## config.mk

```make
export PLATFORM = sky130hd
export DESIGN_NAME = rsmp_front
export DESIGN_NICKNAME = d
export VERILOG_FILES = /design/src/rtl/rsmp_pkg.sv /design/src/rtl/rsmp_front.sv
export SDC_FILE = /design/constraint.sdc
export NUM_CORES = 2
export LEC_CHECK = 0
export BUFFER_PORTS_ARGS = -buffer_cell sky130_fd_sc_hd__buf_2
export CORE_UTILIZATION = 50
export CTS_BUF_LIST = sky130_fd_sc_hd__clkbuf_2 sky130_fd_sc_hd__clkbuf_4 sky130_fd_sc_hd__clkbuf_8
export DETAILED_ROUTE_END_ITERATION = 10
export PLACE_DENSITY = 0.77
export SKIP_CTS_REPAIR_TIMING = 1
export SLEW_MARGIN = 30
export SYNTH_ARGS = -nofsm -noshare
export SYNTH_HDL_FRONTEND = slang
export SYNTH_SLANG_ARGS = --single-unit
```

## constraint.sdc

```tcl
create_clock -name clk -period 24.4 [get_ports clk]
set_input_delay 2.44 -clock clk [delete_from_list [all_inputs] [get_ports clk]]
set_output_delay 2.44 -clock clk [all_outputs]
set_load 0.1 [all_outputs]
```

## src/rtl/rsmp_pkg.sv

```systemverilog
// Shared types and constants of the bilinear image resampler.
// Used by every module of the block; depends on nothing.
package rsmp_pkg;

  localparam int DEF_MAX_SOURCE_WIDTH  = 256;
  localparam int DEF_MAX_SOURCE_HEIGHT = 256;
  localparam int DEF_WEIGHT_BITS       = 8;

  localparam int COORD_W  = 12;  // column, line and store coordinates
  localparam int SRC_SZ_W = 9;   // source size registers
  localparam int TGT_SZ_W = 13;  // target size registers
  localparam int CFG_W    = 13;  // widest register
  localparam int WMAX_W   = 16;  // storage for a weight of up to sixteen bits
  localparam int DIV_STEPS = 8;  // quotient bits per clock in the mapper
  localparam int Q_DEPTH  = 4;
  localparam int Q_PTR_W  = 2;

  localparam logic [1:0] CFG_SRC_WIDTH  = 2'd0;
  localparam logic [1:0] CFG_SRC_HEIGHT = 2'd1;
  localparam logic [1:0] CFG_TGT_WIDTH  = 2'd2;
  localparam logic [1:0] CFG_TGT_HEIGHT = 2'd3;

  localparam logic OP_WRITE   = 1'b0;
  localparam logic OP_COMPUTE = 1'b1;

  // Read slots of one compute transaction, in issue order.
  localparam logic [1:0] RD_P00 = 2'd0;
  localparam logic [1:0] RD_P10 = 2'd1;
  localparam logic [1:0] RD_P11 = 2'd2;
  localparam logic [1:0] RD_P01 = 2'd3;

  typedef struct packed {
    logic               is_write;
    logic               wr_ok;
    logic [COORD_W-1:0] x0;
    logic [COORD_W-1:0] x1;
    logic [COORD_W-1:0] y0;
    logic [COORD_W-1:0] y1;
    logic [WMAX_W-1:0]  u;
    logic [WMAX_W-1:0]  v;
    logic [COORD_W-1:0] column;
    logic [COORD_W-1:0] line;
    logic [23:0]        rgb;
  } entry_t;

endpackage

```

## src/rtl/rsmp_front.sv

```systemverilog
// Front end: accepts transactions, maps compute pixels to source positions
// with a radix-256 divider and classifies edges. Depends on rsmp_pkg.
module rsmp_front #(
  parameter int MAX_SOURCE_WIDTH  = rsmp_pkg::DEF_MAX_SOURCE_WIDTH,
  parameter int MAX_SOURCE_HEIGHT = rsmp_pkg::DEF_MAX_SOURCE_HEIGHT,
  parameter int WEIGHT_BITS       = rsmp_pkg::DEF_WEIGHT_BITS
) (
  input  logic                             clk,
  input  logic                             rst,
  input  logic                             start,
  output logic                             busy,
  input  logic                             opcode,
  input  logic [rsmp_pkg::COORD_W-1:0]     column,
  input  logic [rsmp_pkg::COORD_W-1:0]     line,
  input  logic [23:0]                      rgb,
  input  logic [rsmp_pkg::SRC_SZ_W-1:0]    source_width,
  input  logic [rsmp_pkg::SRC_SZ_W-1:0]    source_height,
  input  logic [rsmp_pkg::TGT_SZ_W-1:0]    target_width,
  input  logic [rsmp_pkg::TGT_SZ_W-1:0]    target_height,
  input  logic                             q_full,
  output logic                             push,
  output rsmp_pkg::entry_t                 push_entry
);
  localparam int NUM_W = rsmp_pkg::TGT_SZ_W + rsmp_pkg::SRC_SZ_W + 1;
  localparam int NCYC  = (NUM_W + WEIGHT_BITS + rsmp_pkg::DIV_STEPS - 1) / rsmp_pkg::DIV_STEPS;
  localparam int QW    = NCYC * rsmp_pkg::DIV_STEPS;
  localparam int IPW   = QW - WEIGHT_BITS;
  localparam int DEN_W = rsmp_pkg::TGT_SZ_W + 1;
  localparam int CW    = (NCYC > 1) ? $clog2(NCYC) : 1;

  logic [rsmp_pkg::SRC_SZ_W-1:0] sw, sh;
  logic [rsmp_pkg::TGT_SZ_W-1:0] tw, th;

  always_comb begin
    sw = (source_width == '0) ? rsmp_pkg::SRC_SZ_W'(1) :
         (32'(source_width) > 32'(MAX_SOURCE_WIDTH)) ?
           rsmp_pkg::SRC_SZ_W'(MAX_SOURCE_WIDTH) : source_width;
    sh = (source_height == '0) ? rsmp_pkg::SRC_SZ_W'(1) :
         (32'(source_height) > 32'(MAX_SOURCE_HEIGHT)) ?
           rsmp_pkg::SRC_SZ_W'(MAX_SOURCE_HEIGHT) : source_height;
    tw = (target_width == '0) ? rsmp_pkg::TGT_SZ_W'(1) : target_width;
    th = (target_height == '0) ? rsmp_pkg::TGT_SZ_W'(1) : target_height;
  end

  // Working slot: one transaction being mapped.
  logic                         slot_valid, slot_write, slot_wr_ok;
  logic [CW-1:0]                slot_cnt;
  logic [rsmp_pkg::COORD_W-1:0] slot_col, slot_line;
  logic [23:0]                  slot_rgb;
  logic [DEN_W-1:0]             den_x, den_y, rem_x, rem_y;
  logic [QW-1:0]                dq_x, dq_y;

  // Finished transaction waiting for room in the queue.
  logic                         pend_valid, pend_write, pend_wr_ok;
  logic [rsmp_pkg::COORD_W-1:0] pend_col, pend_line;
  logic [23:0]                  pend_rgb;
  logic [QW-1:0]                pend_qx, pend_qy;

  logic accept, slot_last, pend_free, done_move;

  assign slot_last = slot_write || (slot_cnt == CW'(NCYC - 1));
  assign push      = pend_valid && !q_full;
  assign pend_free = !pend_valid || !q_full;
  assign done_move = slot_valid && slot_last && pend_free;
  assign busy      = slot_valid && !done_move;
  assign accept    = start && !busy;

  // Eight restoring division steps per clock on each axis.
  logic [DEN_W-1:0] rx, ry;
  logic [QW-1:0]    qx, qy;
  logic [DEN_W:0]   shx, shy;

  always_comb begin
    rx = rem_x;
    ry = rem_y;
    qx = dq_x;
    qy = dq_y;
    shx = '0;
    shy = '0;
    for (int i = 0; i < rsmp_pkg::DIV_STEPS; i++) begin
      shx = {rx, qx[QW-1]};
      shy = {ry, qy[QW-1]};
      qx = {qx[QW-2:0], 1'b0};
      qy = {qy[QW-2:0], 1'b0};
      if (shx >= {1'b0, den_x}) begin
        rx = DEN_W'(shx - {1'b0, den_x});
        qx[0] = 1'b1;
      end else begin
        rx = shx[DEN_W-1:0];
      end
      if (shy >= {1'b0, den_y}) begin
        ry = DEN_W'(shy - {1'b0, den_y});
        qy[0] = 1'b1;
      end else begin
        ry = shy[DEN_W-1:0];
      end
    end
  end

  // Dividends are offset by one whole divisor so they stay non-negative.
  logic [NUM_W-1:0] num_x, num_y;
  assign num_x = NUM_W'({column, 1'b1}) * NUM_W'(sw) + NUM_W'(tw);
  assign num_y = NUM_W'({line, 1'b1}) * NUM_W'(sh) + NUM_W'(th);

  always_ff @(posedge clk) begin
    if (rst) begin
      slot_valid <= 1'b0;
      pend_valid <= 1'b0;
    end else begin
      if (accept) begin
        slot_valid <= 1'b1;
      end else if (done_move) begin
        slot_valid <= 1'b0;
      end
      if (done_move) begin
        pend_valid <= 1'b1;
      end else if (push) begin
        pend_valid <= 1'b0;
      end
    end
  end

  always_ff @(posedge clk) begin
    if (accept) begin
      slot_write <= (opcode == rsmp_pkg::OP_WRITE);
      slot_wr_ok <= (32'(column) < 32'(MAX_SOURCE_WIDTH)) &&
                    (32'(line) < 32'(MAX_SOURCE_HEIGHT));
      slot_cnt   <= '0;
      slot_col   <= column;
      slot_line  <= line;
      slot_rgb   <= rgb;
      den_x      <= {tw, 1'b0};
      den_y      <= {th, 1'b0};
      rem_x      <= '0;
      rem_y      <= '0;
      dq_x       <= QW'({num_x, WEIGHT_BITS'(0)});
      dq_y       <= QW'({num_y, WEIGHT_BITS'(0)});
    end else if (slot_valid && !slot_last) begin
      slot_cnt <= slot_cnt + CW'(1);
      rem_x    <= rx;
      rem_y    <= ry;
      dq_x     <= qx;
      dq_y     <= qy;
    end
    if (done_move) begin
      pend_write <= slot_write;
      pend_wr_ok <= slot_wr_ok;
      pend_col   <= slot_col;
      pend_line  <= slot_line;
      pend_rgb   <= slot_rgb;
      pend_qx    <= qx;
      pend_qy    <= qy;
    end
  end

  // Edge classification: the integer part carries an offset of one, so zero
  // means before the first pixel and a value of at least the size means on
  // or past the last pixel; both clamp and drop the weight on that axis.
  logic [IPW-1:0] ipx, ipy;
  assign ipx = pend_qx[QW-1:WEIGHT_BITS];
  assign ipy = pend_qy[QW-1:WEIGHT_BITS];

  always_comb begin
    push_entry          = '0;
    push_entry.is_write = pend_write;
    push_entry.wr_ok    = pend_wr_ok;
    push_entry.column   = pend_col;
    push_entry.line     = pend_line;
    push_entry.rgb      = pend_rgb;
    if (pend_write) begin
      push_entry.x0 = pend_col;
      push_entry.y0 = pend_line;
    end else begin
      if (ipx == '0) begin
        push_entry.x0 = '0;
        push_entry.x1 = '0;
      end else if (ipx >= IPW'(sw)) begin
        push_entry.x0 = rsmp_pkg::COORD_W'(sw - rsmp_pkg::SRC_SZ_W'(1));
        push_entry.x1 = push_entry.x0;
      end else begin
        push_entry.x0 = rsmp_pkg::COORD_W'(ipx - IPW'(1));
        push_entry.x1 = rsmp_pkg::COORD_W'(ipx);
        push_entry.u  = rsmp_pkg::WMAX_W'(pend_qx[WEIGHT_BITS-1:0]);
      end
      if (ipy == '0) begin
        push_entry.y0 = '0;
        push_entry.y1 = '0;
      end else if (ipy >= IPW'(sh)) begin
        push_entry.y0 = rsmp_pkg::COORD_W'(sh - rsmp_pkg::SRC_SZ_W'(1));
        push_entry.y1 = push_entry.y0;
      end else begin
        push_entry.y0 = rsmp_pkg::COORD_W'(ipy - IPW'(1));
        push_entry.y1 = rsmp_pkg::COORD_W'(ipy);
        push_entry.v  = rsmp_pkg::WMAX_W'(pend_qy[WEIGHT_BITS-1:0]);
      end
    end
  end

endmodule

```

==> results.cfg <==
[run_status]
status = finished clean

[grt]
grtUsageTotal_pct = 26.56
overflow = 0
grt_pass1_vias = 25180
grt_pass1_wl_mm = 134.0
grt_max_degree = 85
antenna_found_initial = 1

[yosys]
synth_edf_count = 236
yosysTopAreaCell = edfxtp_1
syn_area_um2 = 31440
synth_top_cell_area_share_pct = 22.54
yosysWarnings = 0
synth.distinct_cells = 97
ys_top_cells_by_area = edfxtp_1 23%, ha_1 14%, fa_1 12%, nand2_1 4.6%, inv_1 4.1%
seq_area_frac_synth_pct = 25.73
synth-seq-cells = 286
avgSynthCellArea_um2 = 9.235
synth_flop_cell = edfxtp_1
netlist_top_cells_count = 382 x nand2_1, 351 x ha_1, 345 x inv_1
synthesis.instances = 3404
async_flop_share_pct = 0
yosysMostFrequentCell = nand2_1

[routing]
first_pass_iters = 6
vias_per_cell = 5.789
wl_per_cell_um = 19.20
postRouteAntennaNets = 0
drt_iter0_markers = 1982
vias = 25830
drc = 0
wl_mm = 85.67

[floorplanning]
design.portCount = 229
coreArea_um2 = 61940
start_util_pct = 50.75
die_w_um = 252.7
die_h_um = 252.7
dieArea_um2 = 63880
placement_rows = 91

[job]
drv_cap = 0

[critical_path]
critPathCaptureType = register
crit_path_start_kind = register
arrival_ps = 23470
cp.required_ps = 24940
crit_type = register to register
regToRegSetupSlack_ps = 1470
worstPathMaxFanout = 17
cpPeakStageDelay_ps = 540
slowest_stage = fa_1
cp_common_cell = o21ai_0

[clock_network]
clock_latency_ps = 650
cts_buffers = 51
root_buffer = clkbuf_8
cts_tree = yes
cts.clk_slew.worst_paths_ps = 70
cts_buffer_depth = 3
htreeDepth = 2
cts_num_sinks = 286

[placement]
portBuffers = 206
dp_hpwl_mm = 65.17
dpl-instance-area_um2 = 33170
post-place-cells = 4346
routabilityCongestion = 0.9430

[timing]
finalHoldViolCount = 0
tightestPinTransition_ps = 861.1
clock_skew_ps = 50.39
final_max_slew_viol_count = 0
fin_hold_ws_ps = 410.6
min_period_over_period_pct = 93.98
fmax_mhz = 43.61
relSlewSlack_pct = 42.48
period_needed_ps = 22930
setup_viol = 0

[layout]
syn_to_final_growth_pct = 9.735
stdcell_count = 4462
nNetsFinal = 4224
fin_util_pct = 55.69
drive_above_1_share_pct = 13.55
final_area_um2 = 34500

[worst_hold_path]
hp-class = register to register
[cell usage in the layout (no fill, tap or decap), types with 14 or more instances in the layout]
cell type	instances
nand2_1	382
ha_1	351
inv_1	342
edfxtp_1	236
buf_2	206
fa_1	192
a21oi_1	189
nor2_1	151
o21ai_0	141
xnor2_1	130
and2_1	93
a21o_1	82
mux2_2	82
mux2i_1	71
xor2_1	65
nor2b_1	61
nor3_1	54
clkbuf_8	52
buf_4	52
dfxtp_1	50
a22o_1	47
nand3_1	42
nand4_1	36
nand2b_1	34
o21a_1	34
o21bai_1	30
nor4_1	25
a211oi_1	24
o21ai_1	23
conb_1	22
o31ai_1	20
a21boi_0	19
or3_1	15
or2_2	14
[worst max-delay path, delay by kind of cell (launching register included)]
family                   cells  cell delay, ps
AND/OR/NAND/NOR              9            1670
adder cells (fa/ha/maj)      8            3120
AO/OA/AOI/OAI               55           12420
buffers and inverters        6            1530
flip-flops                   1             510
multiplexers                10            3500
[through the flow]
stage / setup WS, ps / TNS (ps)
6_report: 1468 / 0
5_1_grt: -34.56 / -45.03
4_1_cts: 468.4 / 0
3_5_place_dp: 611.1 / 0
3_3_place_gp: 994.2 / 0
2_1_floorplan: 3508 / 0
[cells by family after synthesis]
logic type,after synthesis,synth area share [%]
buffers and inverters,508,6.507
and+or+nand+nor,972,15.01
muxes,162,5.604
other,1,0.01193
xor gates and xnor gates,195,5.433
DFF,286,25.73
adders and majority gates,543,26.20
AOI/OAI and AO/OA,737,15.51
[sequential cells by signal, indices dropped and copies added (netlist names), 13 cells and up]
register  flops
den_x        13
pend_rgb     24
pend_qx      32
dq_y         32
slot_rgb     24
den_y        13
pend_qy      32
rem_x        14
dq_x         32
rem_y        14
[cell type report]
| cell class | instances | area [um2] |
|---|---|---|
| clock buffers | 65 | 813.3 |
| multi-input cells | 2631 | 21500 |
| well taps | 837 | 1047 |
| repair buffers | 261 | 1455 |
| inverters | 353 | 1334 |
| diodes | 1 | 2.502 |
| clock inverters | 28 | 259.0 |
| fillers | 5484 | 27440 |
| flip-flops and latches | 286 | 8088 |
[layer usage]
metal  track usage [%]  part of all wire, %  up-vias
met3             3.883                  7.1      188
met1             35.07                   43    12400
li1                  -                    -    12270
met2             43.97                   47      965
met4             10.01                  3.6        0
met5                 0                    0        -
[worst paths after layout]
kind                                    startpoint                    end  depth (start not counted)
worst min-delay path            dq_y[21]$_DFFE_PP_  pend_qy[29]$_DFFE_PP_                          0
worst max-delay path            den_y[2]$_DFFE_PP_  rem_y[1]$_SDFFE_PP0P_                         88
worst min register to register  dq_y[21]$_DFFE_PP_  pend_qy[29]$_DFFE_PP_                          0
worst max register to register  den_y[2]$_DFFE_PP_  rem_y[1]$_SDFFE_PP0P_                         88
Power is not shown: default switching activity piles up to over one toggle a cycle in this logic, so the estimate is an artifact.
