`src/rtl/rsmp_pkg.sv`:
```
// Shared types and constants of the bilinear image resampler.
// Used by every module of the block; depends on nothing.
package rsmp_pkg;

  localparam int DEF_MAX_SOURCE_WIDTH  = 256;
  localparam int DEF_MAX_SOURCE_HEIGHT = 256;
  localparam int DEF_WEIGHT_BITS       = 8;

  localparam int COORD_W  = 12;  // column, line and store coordinates
  localparam int SRC_SZ_W = 9;   // source size registers
  localparam int TGT_SZ_W = 13;  // target size registers
  localparam int CFG_W    = 13;  // widest register
  localparam int WMAX_W   = 16;  // storage for a weight of up to sixteen bits
  localparam int DIV_STEPS = 8;  // quotient bits per clock in the mapper
  localparam int Q_DEPTH  = 4;
  localparam int Q_PTR_W  = 2;

  localparam logic [1:0] CFG_SRC_WIDTH  = 2'd0;
  localparam logic [1:0] CFG_SRC_HEIGHT = 2'd1;
  localparam logic [1:0] CFG_TGT_WIDTH  = 2'd2;
  localparam logic [1:0] CFG_TGT_HEIGHT = 2'd3;

  localparam logic OP_WRITE   = 1'b0;
  localparam logic OP_COMPUTE = 1'b1;

  // Read slots of one compute transaction, in issue order.
  localparam logic [1:0] RD_P00 = 2'd0;
  localparam logic [1:0] RD_P10 = 2'd1;
  localparam logic [1:0] RD_P11 = 2'd2;
  localparam logic [1:0] RD_P01 = 2'd3;

  typedef struct packed {
    logic               is_write;
    logic               wr_ok;
    logic [COORD_W-1:0] x0;
    logic [COORD_W-1:0] x1;
    logic [COORD_W-1:0] y0;
    logic [COORD_W-1:0] y1;
    logic [WMAX_W-1:0]  u;
    logic [WMAX_W-1:0]  v;
    logic [COORD_W-1:0] column;
    logic [COORD_W-1:0] line;
    logic [23:0]        rgb;
  } entry_t;

endpackage

```
`src/rtl/rsmp_queue.sv`:
```
// Short FIFO of classified transactions between front and back end.
// Depends on rsmp_pkg.
module rsmp_queue (
  input  logic             clk,
  input  logic             rst,
  input  logic             push,
  input  rsmp_pkg::entry_t push_entry,
  input  logic             pop,
  output rsmp_pkg::entry_t head,
  output logic             empty,
  output logic             full
);
  rsmp_pkg::entry_t               slots [rsmp_pkg::Q_DEPTH];
  logic [rsmp_pkg::Q_PTR_W-1:0]   wr_ptr, rd_ptr;
  logic [rsmp_pkg::Q_PTR_W:0]     count;

  assign empty = (count == '0);
  assign full  = (count == (rsmp_pkg::Q_PTR_W + 1)'(rsmp_pkg::Q_DEPTH));
  assign head  = slots[rd_ptr];

  always_ff @(posedge clk) begin
    if (rst) begin
      wr_ptr <= '0;
      rd_ptr <= '0;
      count  <= '0;
    end else begin
      if (push) begin
        wr_ptr <= wr_ptr + 1'b1;
      end
      if (pop) begin
        rd_ptr <= rd_ptr + 1'b1;
      end
      if (push && !pop) begin
        count <= count + 1'b1;
      end else if (pop && !push) begin
        count <= count - 1'b1;
      end
    end
  end

  always_ff @(posedge clk) begin
    if (push) begin
      slots[wr_ptr] <= push_entry;
    end
  end

endmodule

```
`config.mk`:
```
export PLATFORM = sky130hd
export DESIGN_NAME = rsmp_queue
export DESIGN_NICKNAME = d
export VERILOG_FILES = /design/src/rtl/rsmp_pkg.sv /design/src/rtl/rsmp_queue.sv
export SDC_FILE = /design/constraint.sdc
export NUM_CORES = 1
export LEC_CHECK = 0
export BUFFER_PORTS_ARGS = -buffer_cell sky130_fd_sc_hd__buf_2
export CAP_MARGIN = 20
export CELL_PAD_IN_SITES_DETAIL_PLACEMENT = 0
export CELL_PAD_IN_SITES_GLOBAL_PLACEMENT = 1
export CORE_MARGIN = 5
export CORE_UTILIZATION = 40
export DETAILED_ROUTE_END_ITERATION = 8
export PLACE_DENSITY_LB_ADDON = 0.2
export SETUP_SLACK_MARGIN = 0.15
export SKIP_CTS_REPAIR_TIMING = 1
export SLEW_MARGIN = 10
export SYNTH_ARGS = -nofsm -noshare
export SYNTH_HDL_FRONTEND = slang
export SYNTH_SLANG_ARGS = --single-unit
```
`constraint.sdc`:
```
create_clock -name clk -period 4.85 [get_ports clk]
set_input_delay 0.485 -clock clk [delete_from_list [all_inputs] [get_ports clk]]
set_output_delay 0.485 -clock clk [all_outputs]
set_load 0.005 [all_outputs]
```
==> summary.txt, run 1 <==
Pwr
  – Worst VDD drop: 286 uV
  – Clk pwr share: between 30% and 40%
  – Logic pwr share: a little under 9%
  – Sw frac: approximately a fifth
  – Final Total Pwr: a little under 10 mW
  – Internal Power: a little under 8 mW
  – Lkg Pwr: 7.57 nW
  – Sw power: roughly 2.1 mW
  – Sequential Power Share: between 50% and 60%
  – PD cells: roughly 430 nW/um^2

Placement
  – Number of buffers added on ports: around 270
  – Detailed placement HPWL: about 22000 um
  – RD Place Congestion: between 0.6 and 0.7

Worst setup path
  – Critical path's top delay family: flip-flops
  – Critical path depth in cells: 3
  – CP Data Arrival Time: roughly 2.7 ns
  – Crit Path Category: register to primary output
  – Slowest stage delay, CP: roughly 0.83 ns
  – CP max stage cell: dfxtp_4
  – Crit path max fanout: 49
  – Startpoint class of the critical path: register
  – R2R depth: 4
  – CP endpoint: head[28]
  – Crit-path cells: buf_12 > mux4_2 > buf_2
  – Worst Setup End Kind: primary output
  – R2r endpoint: slots[0][115]$_DFFE_PP_
  – CP required: 4.37 ns
  – Worst path bufs/invs: 2
  – R2R Setup Slk: 2.71 ns
  – Worst r2r src: wr_ptr[0]$_SDFFE_PP0P_

Cells and area
  – Synth-to-layout area growth: 18.3%
  – Proportion of layout cells with a drive suffix above 1: roughly 45%
  – Util after Layout: approximately 48%
  – Final nets: approximately 1200

Yosys
  – Mapped Area: just under 20000 sq um
  – Register area share after synthesis: between 80% and 90%
  – Syn Inst Count: 723
  – YS warnings: 0
  – Syn avg cell area: between 20 and 30 sq um
  – Syn_nets: around 860
  – Yosys cell types: 23
  – Flops & latches, synth: approximately 530

Worst hold path
  – Worst hold path type: primary input to register

Run
  – Max-Cap Viols: 0

Route
  – Via count: approximately 8400
  – DR vias/cell: between 5 and 6
  – Final wirelength: 37600 um
  – DRC: 0
  – Final ANT Viol Nets: 0
  – Routed length per instance: approximately 22 um
  – DRT Pass-1 Iters: 4
  – Starting DRC count in detailed routing: 478

GRT
  – First-pass GRT wire length: around 57000 um
  – Antenna violations before repair: 11
  – Largest net degree at the start of global routing: approximately 130
  – Vias in the first global route: 9088
  – Tot GR Track Use: roughly 14%
  – Final global-route overflow total: 0

Floorplanning
  – Initial Utilization: between 40 and 50%
  – Die height: between 200 and 250 um
  – # rows: 80
  – IO Count: ~270
  – Die X: ~230 um
  – Die area: 52700 sq um
  – Core Region: roughly 48000 sq um

Clocking
  – TritonCTS buffer count: 52
  – TritonCTS clock tree: yes
  – Worst-path clk slew: roughly 0.060 ns
  – Clock buffer depth: 3
  – Root buf cell: clkbuf_16
  – Worst-Skew Late Latency: approximately 0.58 ns
  – Clock Sinks: around 530
  – H-tree depth: 2

Timing
  – Max Slew Vio Count: 0
  – Worst-margin pin slew: between 0.9 and 1 ns
  – Slew HR: around 39%
  – Fin Setup TNS: 0 ns
  – Crit path time final: 3.15 ns
  – Clk_skew: around 0.018 ns
  – # setup viols final: 0
  – RSZ-0062 raised after global routing: false
  – Hold Vio Cnt, Final: 0
  – Final Cycle Share: about two thirds
  – FMAX: about 320 MHz
  – Hold Worst Slack: 0.118 ns

Outcome
  – Status: complete, no violations
[per-layer routing]
metal	GRT usage, %	part of all wire, %	vias to the layer above
li1	-	-	3733
met1	18.0	41	4418
met2	23.1	50	226
met3	5.03	7.5	62
met4	3.93	1.8	10
met5	0	0.15	-
[kinds of logic (layout without fill, tap and decap cells)]
group           count (synthesis)  count (layout)  synth area share [%]
other cells                     0               4                     0
simple gates                   15              15                 0.383
fa+ha+maj                       6               6                 0.428
buf+inv                        34             376                  1.75
compound gates                  2               2                0.0518
flops                         529             529                  81.9
mux                           132             132                  15.3
xor+xnor                        5               5                 0.227
[power by group through the flow]
stage	clock, mW	sequential [mW]	combinational [mW]
detailed placement	0	5.42	0.910
floorplan	0	5.41	0.527
CTS	3.83	5.32	0.913
global route	4.03	5.33	0.959
finish	3.70	5.32	0.876
global placement	0	5.41	0.905
[cell usage after synthesis (all sizes together)]
master  number  area, sq um
mux4       130         2930
dfxtp        9          180
and2         4         25.0
fa           1         20.0
edfxtp     520        15600
nor3         1         5.00
xnor2        2         17.5
mux2i        2         20.0
clkbuf       2         7.51
or3          1         6.26
buf         28          315
nor3b        1         7.51
nor2         7         26.3
xor2         3         26.3
inv          4         15.0
a21oi        1         5.00
ha           5         62.6
nand2        1         3.75
o21ai        1         5.00
[area by class of cell]
| cell class | count | area (sq um) |
|---|---|---|
| repair buffers | 276 | 1500 |
| clock inverters | 22 | 153 |
| well taps | 615 | 769 |
| multi-input cells | 160 | 3170 |
| flip-flops and latches | 529 | 15800 |
| fillers | 3964 | 24900 |
| clock buffers | 74 | 1410 |
| inverters | 4 | 15.0 |
| diodes | 4 | 10.0 |
[through the flow]
stage               std cells  cell area [sq um]  setup WS, ns
floorplan                 723              19300         0.821
global placement         1584              21300          2.17
detailed placement       1584              21300          2.20
CTS                      1680              22800          1.55
global route             1682              22800          1.44
finish                   1684              22800          1.70
[worst min-delay path by stage]
stage | startpoint | to | slack, ns | depth (start not counted)
floorplan | count[2]$_SDFFE_PP0P_ | count[2]$_SDFFE_PP0P_ | 0.47 | 2
global route | push_entry[27] | slots[2][27]$_DFFE_PP_ | 0.08 | 1
detailed placement | count[2]$_SDFFE_PP0P_ | count[2]$_SDFFE_PP0P_ | 0.50 | 2
global placement | count[2]$_SDFFE_PP0P_ | count[2]$_SDFFE_PP0P_ | 0.48 | 2
CTS | push_entry[27] | slots[1][27]$_DFFE_PP_ | 0.06 | 1
finish | push_entry[127] | slots[3][127]$_DFFE_PP_ | 0.12 | 1
[sequential cells by signal, indices dropped and copies added (netlist names), named ones only]
signal / flops
wr_ptr: 2
rd_ptr: 2
count: 3
slots: 520
[cells in the final DEF, fill, tap and decap left out, drive strengths merged]
cell	synthesis	layout
inv	4	6
diode	0	4
fa	1	1
edfxtp	520	520
clkinv	0	18
xor2	3	3
clkbuf	2	74
dfxtp	9	9
or3	1	1
mux4	130	130
a21oi	1	1
ha	5	5
xnor2	2	2
and2	4	4
nor3	1	1
nor3b	1	1
bufinv	0	2
nor2	7	7
o21ai	1	1
nand2	1	1
buf	28	276
mux2i	2	2
(Power assumes the default switching activity.)
==> run 2, diff against run 1 <==
- clock period: 4.85 -> 2.8 ns (I/O delays scaled with it)
==> run 2 against run 1 <==
Non-clock buffer count is 140 higher. Sequential power is 73% higher. First-iteration DRC count is 7.3% higher. Clock-buffer cell count is 8 lower. Worst setup slack worse by 1.3 ns. Via count is 6.8% higher. Global-route usage is 0.32 points higher. Combinational power is 100% higher. Power is 86% higher. Clock power is 100% higher. Clock skew is 0.0048 ns lower. Worst hold slack worse by 0.11 ns. Largest cell class unchanged.
==> summary.txt, run 2 (synthesis results as in run 1) <==
Outcome
  – Status: complete, no violations

Clocking
  – Clock buffer depth: 3 (unchanged)
  – Worst-path clk slew: 0.06 ns (about the same)
  – Clock Sinks: 529 (unchanged)
  – TritonCTS buffer count: 55 (+5.8%)
  – TritonCTS clock tree: yes
  – Root buf cell: clkbuf_16
  – H-tree depth: 2 (unchanged)
  – Worst-Skew Late Latency: 0.58 ns (about the same)

Route
  – DR vias/cell: 4.95 (-1.4%)
  – DRT Pass-1 Iters: 4 (unchanged)
  – Final wirelength: 39000 um (+3.7%)
  – Via count: 9026 (+6.8%)
  – DRC: 0 (unchanged)
  – Routed length per instance: 21.4 um (-4.3%)
  – Final ANT Viol Nets: 0 (unchanged)
  – Starting DRC count in detailed routing: 513 (+7.3%)

GRT
  – Antenna violations before repair: 3 (-8)
  – Tot GR Track Use: 14.4% (+0.32 points)
  – Vias in the first global route: 9323 (+2.6%)
  – First-pass GRT wire length: 58400 um (+2.3%)
  – Largest net degree at the start of global routing: 92 (-30%)
  – Final global-route overflow total: 0 (unchanged)

Timing
  – FMAX: about 400 MHz
  – Hold Worst Slack: 0.00601 ns (-0.112 ns)
  – Clk_skew: 0.0136 ns (-0.00484 ns)
  – Slew HR: 49.6% (+11 points)
  – RSZ-0062 raised after global routing: false
  – Final Cycle Share: 87.0%
  – # setup viols final: 0 (unchanged)
  – Crit path time final: about 2.4 ns
  – Hold Vio Cnt, Final: 0 (unchanged)
  – Fin Setup TNS: 0 ns (unchanged)
  – Worst-margin pin slew: 0.756 ns (-0.162 ns)
  – Fin worst setup slack: 0.364 ns (-1.33 ns)
  – Max Slew Vio Count: 0 (unchanged)

Floorplanning
  – IO Count: 266 (unchanged)
  – Die area: 52700 sq um (unchanged)
  – # rows: 80 (unchanged)
  – Die X: 230 um (unchanged)
  – Initial Utilization: 40.4% (unchanged)
  – Die height: 230 um (unchanged)
  – Core Region: 47700 sq um (unchanged)

Placement
  – Placed cell count: 1593 (+0.57%)
  – RD Place Congestion: 0.698 (about the same)
  – DP Area: 21400 sq um (+0.79%)
  – Pre-CTS setup slack: 0.922 ns (-1.27 ns)
  – Detailed placement HPWL: 22500 um (+2.4%)
  – Number of buffers added on ports: 265 (unchanged)

Cells and area
  – Top flop regs: slots: 520 flops, count: 3 flops
  – Commonest non-fill, non-tap cell in the layout: edfxtp_1
  – Most frequent cells in the layout: edfxtp_1 (520), buf_2 (265), dlygate4sd3_1 (131)
  – Final std cells w/o fill: 1824 (+8.3%)
  – Largest register FFs: 520 (unchanged)
  – Finished Cell Area: 24600 sq um (+7.8%)
  – Largest register by flop count: slots
  – Proportion of layout cells with a drive suffix above 1: 41.5% (-3.1 points)
  – Util after Layout: 51.5% (+3.7 points)
  – Final nets: 1306 (+12%)
  – Synth-to-layout area growth: 27.6%

Worst setup path
  – CP required: 2.52 ns (-1.85 ns)
  – CP Data Arrival Time: 2.16 ns (-0.51 ns)
  – Startpoint class of the critical path: register
  – Crit Path Category: register to primary output
  – Crit path max fanout: 54 (+10%)
  – Worst Setup End Kind: primary output

Pwr
  – Worst VDD drop: 560 uV (+95%)
  – PD cells: 749 nW/um^2 (+73%)
  – Lkg Pwr: 8.36 nW (+10%)
  – Final Total Pwr: 18.4 mW (+86%)

Run
  – Max-Cap Viols: 0 (unchanged)

Worst hold path
  – Worst hold path type: primary input to register
==> run 2: cell types whose count changed in the layout (fill, tap and decap cells not counted), sizes merged <==
cell         change
dlygate4sd3    +131
buf              +9
bufinv           +8
clkbuf           -8
clkinv           +3
diode            -3
clkinvlp         +1
inv              -1
==> run 2: area by class of cell <==
type,count,area (sq um)
multi-input cells,160,3170
well taps,615,769
clock inverters,33,417
flip-flops and latches,529,15800
diodes,1,2.50
fillers,3796,23100
repair buffers,416,2980
inverters,4,15.0
clock buffers,66,1460
==> run 2: routing by layer <==
metal  vias up  wire length, um  global-route usage, %
li1       4018                -                      -
met1      4704            17300                   19.8
met2       241            18200                   22.2
met3        59             2750                   5.05
met4         4              709                   4.02
met5         -               33                      0
==> run 2: report_power, final <==
| part | switching, mW | internal, mW | total [mW] |
|---|---|---|---|
| Sequential | 0.0829 | 9.10 | 9.18 |
| Clock | 2.89 | 4.62 | 7.51 |
| Combinational | 0.856 | 0.893 | 1.75 |
==> run 2: worst max-delay path, stage by stage (launching register included) <==
cell,delay [ns]
dfxtp_4,0.39
buf_12,0.35
mux4_2,0.57
buf_2,0.14
==> run 2: path summary, 6_finish.rpt <==
path | cells past startpoint | slack [ns] | start | to
worst max-delay path | 3 | 0.36 | register | head[21]
worst min-delay path | 3 | 0.006 | pop | rd_ptr[0]$_SDFFE_PP0P_
worst max register to register | 4 | 0.96 | wr_ptr[0]$_SDFFE_PP0P_ | slots[2][30]$_DFFE_PP_
worst min register to register | 2 | 0.50 | count[2]$_SDFFE_PP0P_ | count[2]$_SDFFE_PP0P_
==> run 3, diff against run 2 <==
- CORE_UTILIZATION: 40 -> 30
- HOLD_SLACK_MARGIN: unset -> 0.1
- MAX_ROUTING_LAYER: unset -> met4
==> run 3 against run 2 <==
Critical path depth unchanged. Clock power fell by 1%. Die area increased by 32%. Critical endpoint is now head[111]. Largest cell class unchanged.
==> summary.txt, run 3 (synthesis results as in run 1) <==
Outcome
  – Status: complete, no violations

Route
  – Final wirelength: 42200 um (+8.4%)
  – Starting DRC count in detailed routing: 415 (-19%)
  – Via count: 9089 (+0.70%)
  – DRT Pass-1 Iters: 4 (unchanged)
  – DRC: 0 (unchanged)
  – DR vias/cell: 4.37 (-12%)
  – Final ANT Viol Nets: 0 (unchanged)
  – Routed length per instance: 20.3 um (-5.0%)

Placement
  – DP Area: 21700 sq um (+1.5%)
  – Detailed placement HPWL: 25400 um (+13%)
  – RD Place Congestion: 0.693 (-0.69%)
  – Number of buffers added on ports: 265 (unchanged)
  – Pre-CTS setup slack: 0.903 ns (-0.0198 ns)

GRT
  – Routing usage on met3: 3.67% (-1.4 points)
  – Tot GR Track Use: 12.1% (-2.3 points)
  – Antenna violations before repair: 7 (+4)
  – Final global-route overflow total: 0 (unchanged)
  – Vias in the first global route: 9365 (+0.45%)
  – GR Util met1: 15.8% (-4.1 points)
  – Largest net degree at the start of global routing: 80 (-13%)
  – Layer with the highest usage: met2
  – First-pass GRT wire length: 61900 um (+5.9%)
  – GR met2 Demand/Resource: 18.9% (-3.3 points)

Pwr
  – Worst VDD drop: 489 uV (-13%)
  – Internal Power: 14.4 mW (-1.5%)
  – PD cells: 735 nW/um^2 (-1.9%)
  – Sw frac: 21.6% (+0.79 points)
  – Logic pwr share: 9.6% (about the same)
  – Lkg Pwr: 8.37 nW (+0.21%)
  – Sequential Power Share: 50.1% (+0.3 points)
  – Sw power: 3.96 mW (+3.3%)
  – Clk pwr share: 40.3% (-0.4 points)

Timing
  – Worst-margin pin slew: 0.574 ns (-0.182 ns)
  – Hold Worst Slack: 0.444 ns (+0.438 ns)
  – Crit path time final: 2.48 ns (+0.0413 ns)
  – RSZ-0062 raised after global routing: false
  – Fin Setup TNS: 0 ns (unchanged)
  – Final Cycle Share: 88.5% (+1.5 points)
  – Clk_skew: 0.00866 ns (-0.00498 ns)
  – Max Slew Vio Count: 0 (unchanged)
  – # setup viols final: 0 (unchanged)
  – FMAX: 404 MHz (-1.7%)
  – Fin worst setup slack: 0.323 ns (-0.0413 ns)
  – Slew HR: 61.7% (+12 points)
  – Hold Vio Cnt, Final: 0 (unchanged)

Cells and area
  – Area of the multi-input gates: 3170 sq um (unchanged)
  – Finished Cell Area: 25000 sq um (+1.4%)
  – Final nets: 1313 (+0.54%)
  – Most frequent cells in the layout: edfxtp_1 (520), buf_2 (265), dlygate4sd3_1 (133)
  – Synth-to-layout area growth: 29.4%
  – Proportion of layout cells with a drive suffix above 1: 41.5% (about the same)
  – Fillers: 5839 (+54%)
  – Largest register by flop count: slots
  – Top flop regs: slots: 520 flops, count: 3 flops
  – Commonest non-fill, non-tap cell in the layout: edfxtp_1
  – Largest register FFs: 520 (unchanged)
  – FF+latch area: 15800 sq um (unchanged)

Floorplanning
  – # rows: 93 (+16%)
  – Initial Utilization: 30.1% (-10 points)
  – Die height: 264 um (+15%)
  – Die area: 69500 sq um (+32%)
  – IO Count: 266 (unchanged)
  – Die X: 264 um (+15%)
  – Core Region: 64100 sq um (+34%)

Worst setup path
  – Crit path max fanout: 55 (+1.9%)
  – Worst Setup End Kind: primary output
  – R2r endpoint: slots[2][60]$_DFFE_PP_
  – Crit Path Category: register to primary output
  – Worst r2r src: wr_ptr[0]$_SDFFE_PP0P_
  – R2R depth: 4 (unchanged)
  – CP Data Arrival Time: 2.20 ns (+0.04 ns)
  – Startpoint class of the critical path: register
  – CP required: 2.52 ns (about the same)
  – R2R Setup Slk: 1.07 ns (+0.11 ns)

Clocking
  – Worst-path clk slew: 0.06 ns (about the same)
  – Root buf cell: clkbuf_16
  – Clock Sinks: 529 (unchanged)
  – Worst-Skew Late Latency: 0.58 ns (about the same)
  – H-tree depth: 2 (unchanged)
  – TritonCTS clock tree: yes
  – Clock buffer depth: 3 (unchanged)
  – TritonCTS buffer count: 58 (+5.5%)

Run
  – Max-Cap Viols: 0 (unchanged)

Worst hold path
  – Worst hold path type: primary input to register
  – WHS Endpoint: slots[2][0]$_DFFE_PP_
  – Hold_sp: push_entry[0]
  – Hold depth: 2 (-1)
run 3: worst max-delay path, cell delays in order, from the launching register on:
cell and delay, ns:
dfxtp_4 0.39, buf_12 0.35, mux4_2 0.58, buf_2 0.15
run 3: through the flow:
step           power, mW  utilization [%]  std cells
2_1_floorplan       10.3                -        723
5_1_grt             19.1             38.9       2081
3_3_place_gp        11.0             33.9       1835
3_5_place_dp        11.0             33.9       1835
4_1_cts             18.6             36.8       1942
6_report            18.3             38.9       2081
run 3: layout make-up:
cell class,count,share of cell area (%)
repair buffers,420,12.1
diodes,6,0.0602
clock inverters,37,1.38
flip-flops and latches,529,63.3
inverters,4,0.0602
multi-input cells,160,12.7
clock buffers,70,6.08
well taps,855,4.29
run 3: worst max path at each step:
stage,startpoint,end,slack [ns]
floorplan,wr_ptr[0]$_SDFFE_PP0P_,slots[2][0]$_DFFE_PP_,0.22
global placement,register,head[72],0.89
detailed placement,register,head[128],0.90
CTS,register,head[128],0.23
global route,register,head[120],0.19
finish,register,head[111],0.32
run 3: routing by layer:
| layer | share of wire (%) | wire (um) | vias up |
|---|---|---|---|
| met1 | 44 | 18800 | 4747 |
| met4 | 1.9 | 784 | 0 |
| met2 | 48 | 20200 | 240 |
| li1 | - | - | 4045 |
| met3 | 5.9 | 2490 | 57 |
| met5 | 0 | 0 | - |
run 3: power groups by stage:
stage                     Clock [mW]  Sequential (mW)  Combinational (mW)
after floorplan                    0             9.34               0.915
after global placement             0             9.35                1.67
after detailed placement           0             9.36                1.67
after CTS                       7.69             9.20                1.67
after global routing            8.01             9.22                1.92
final                           7.40             9.19                1.75
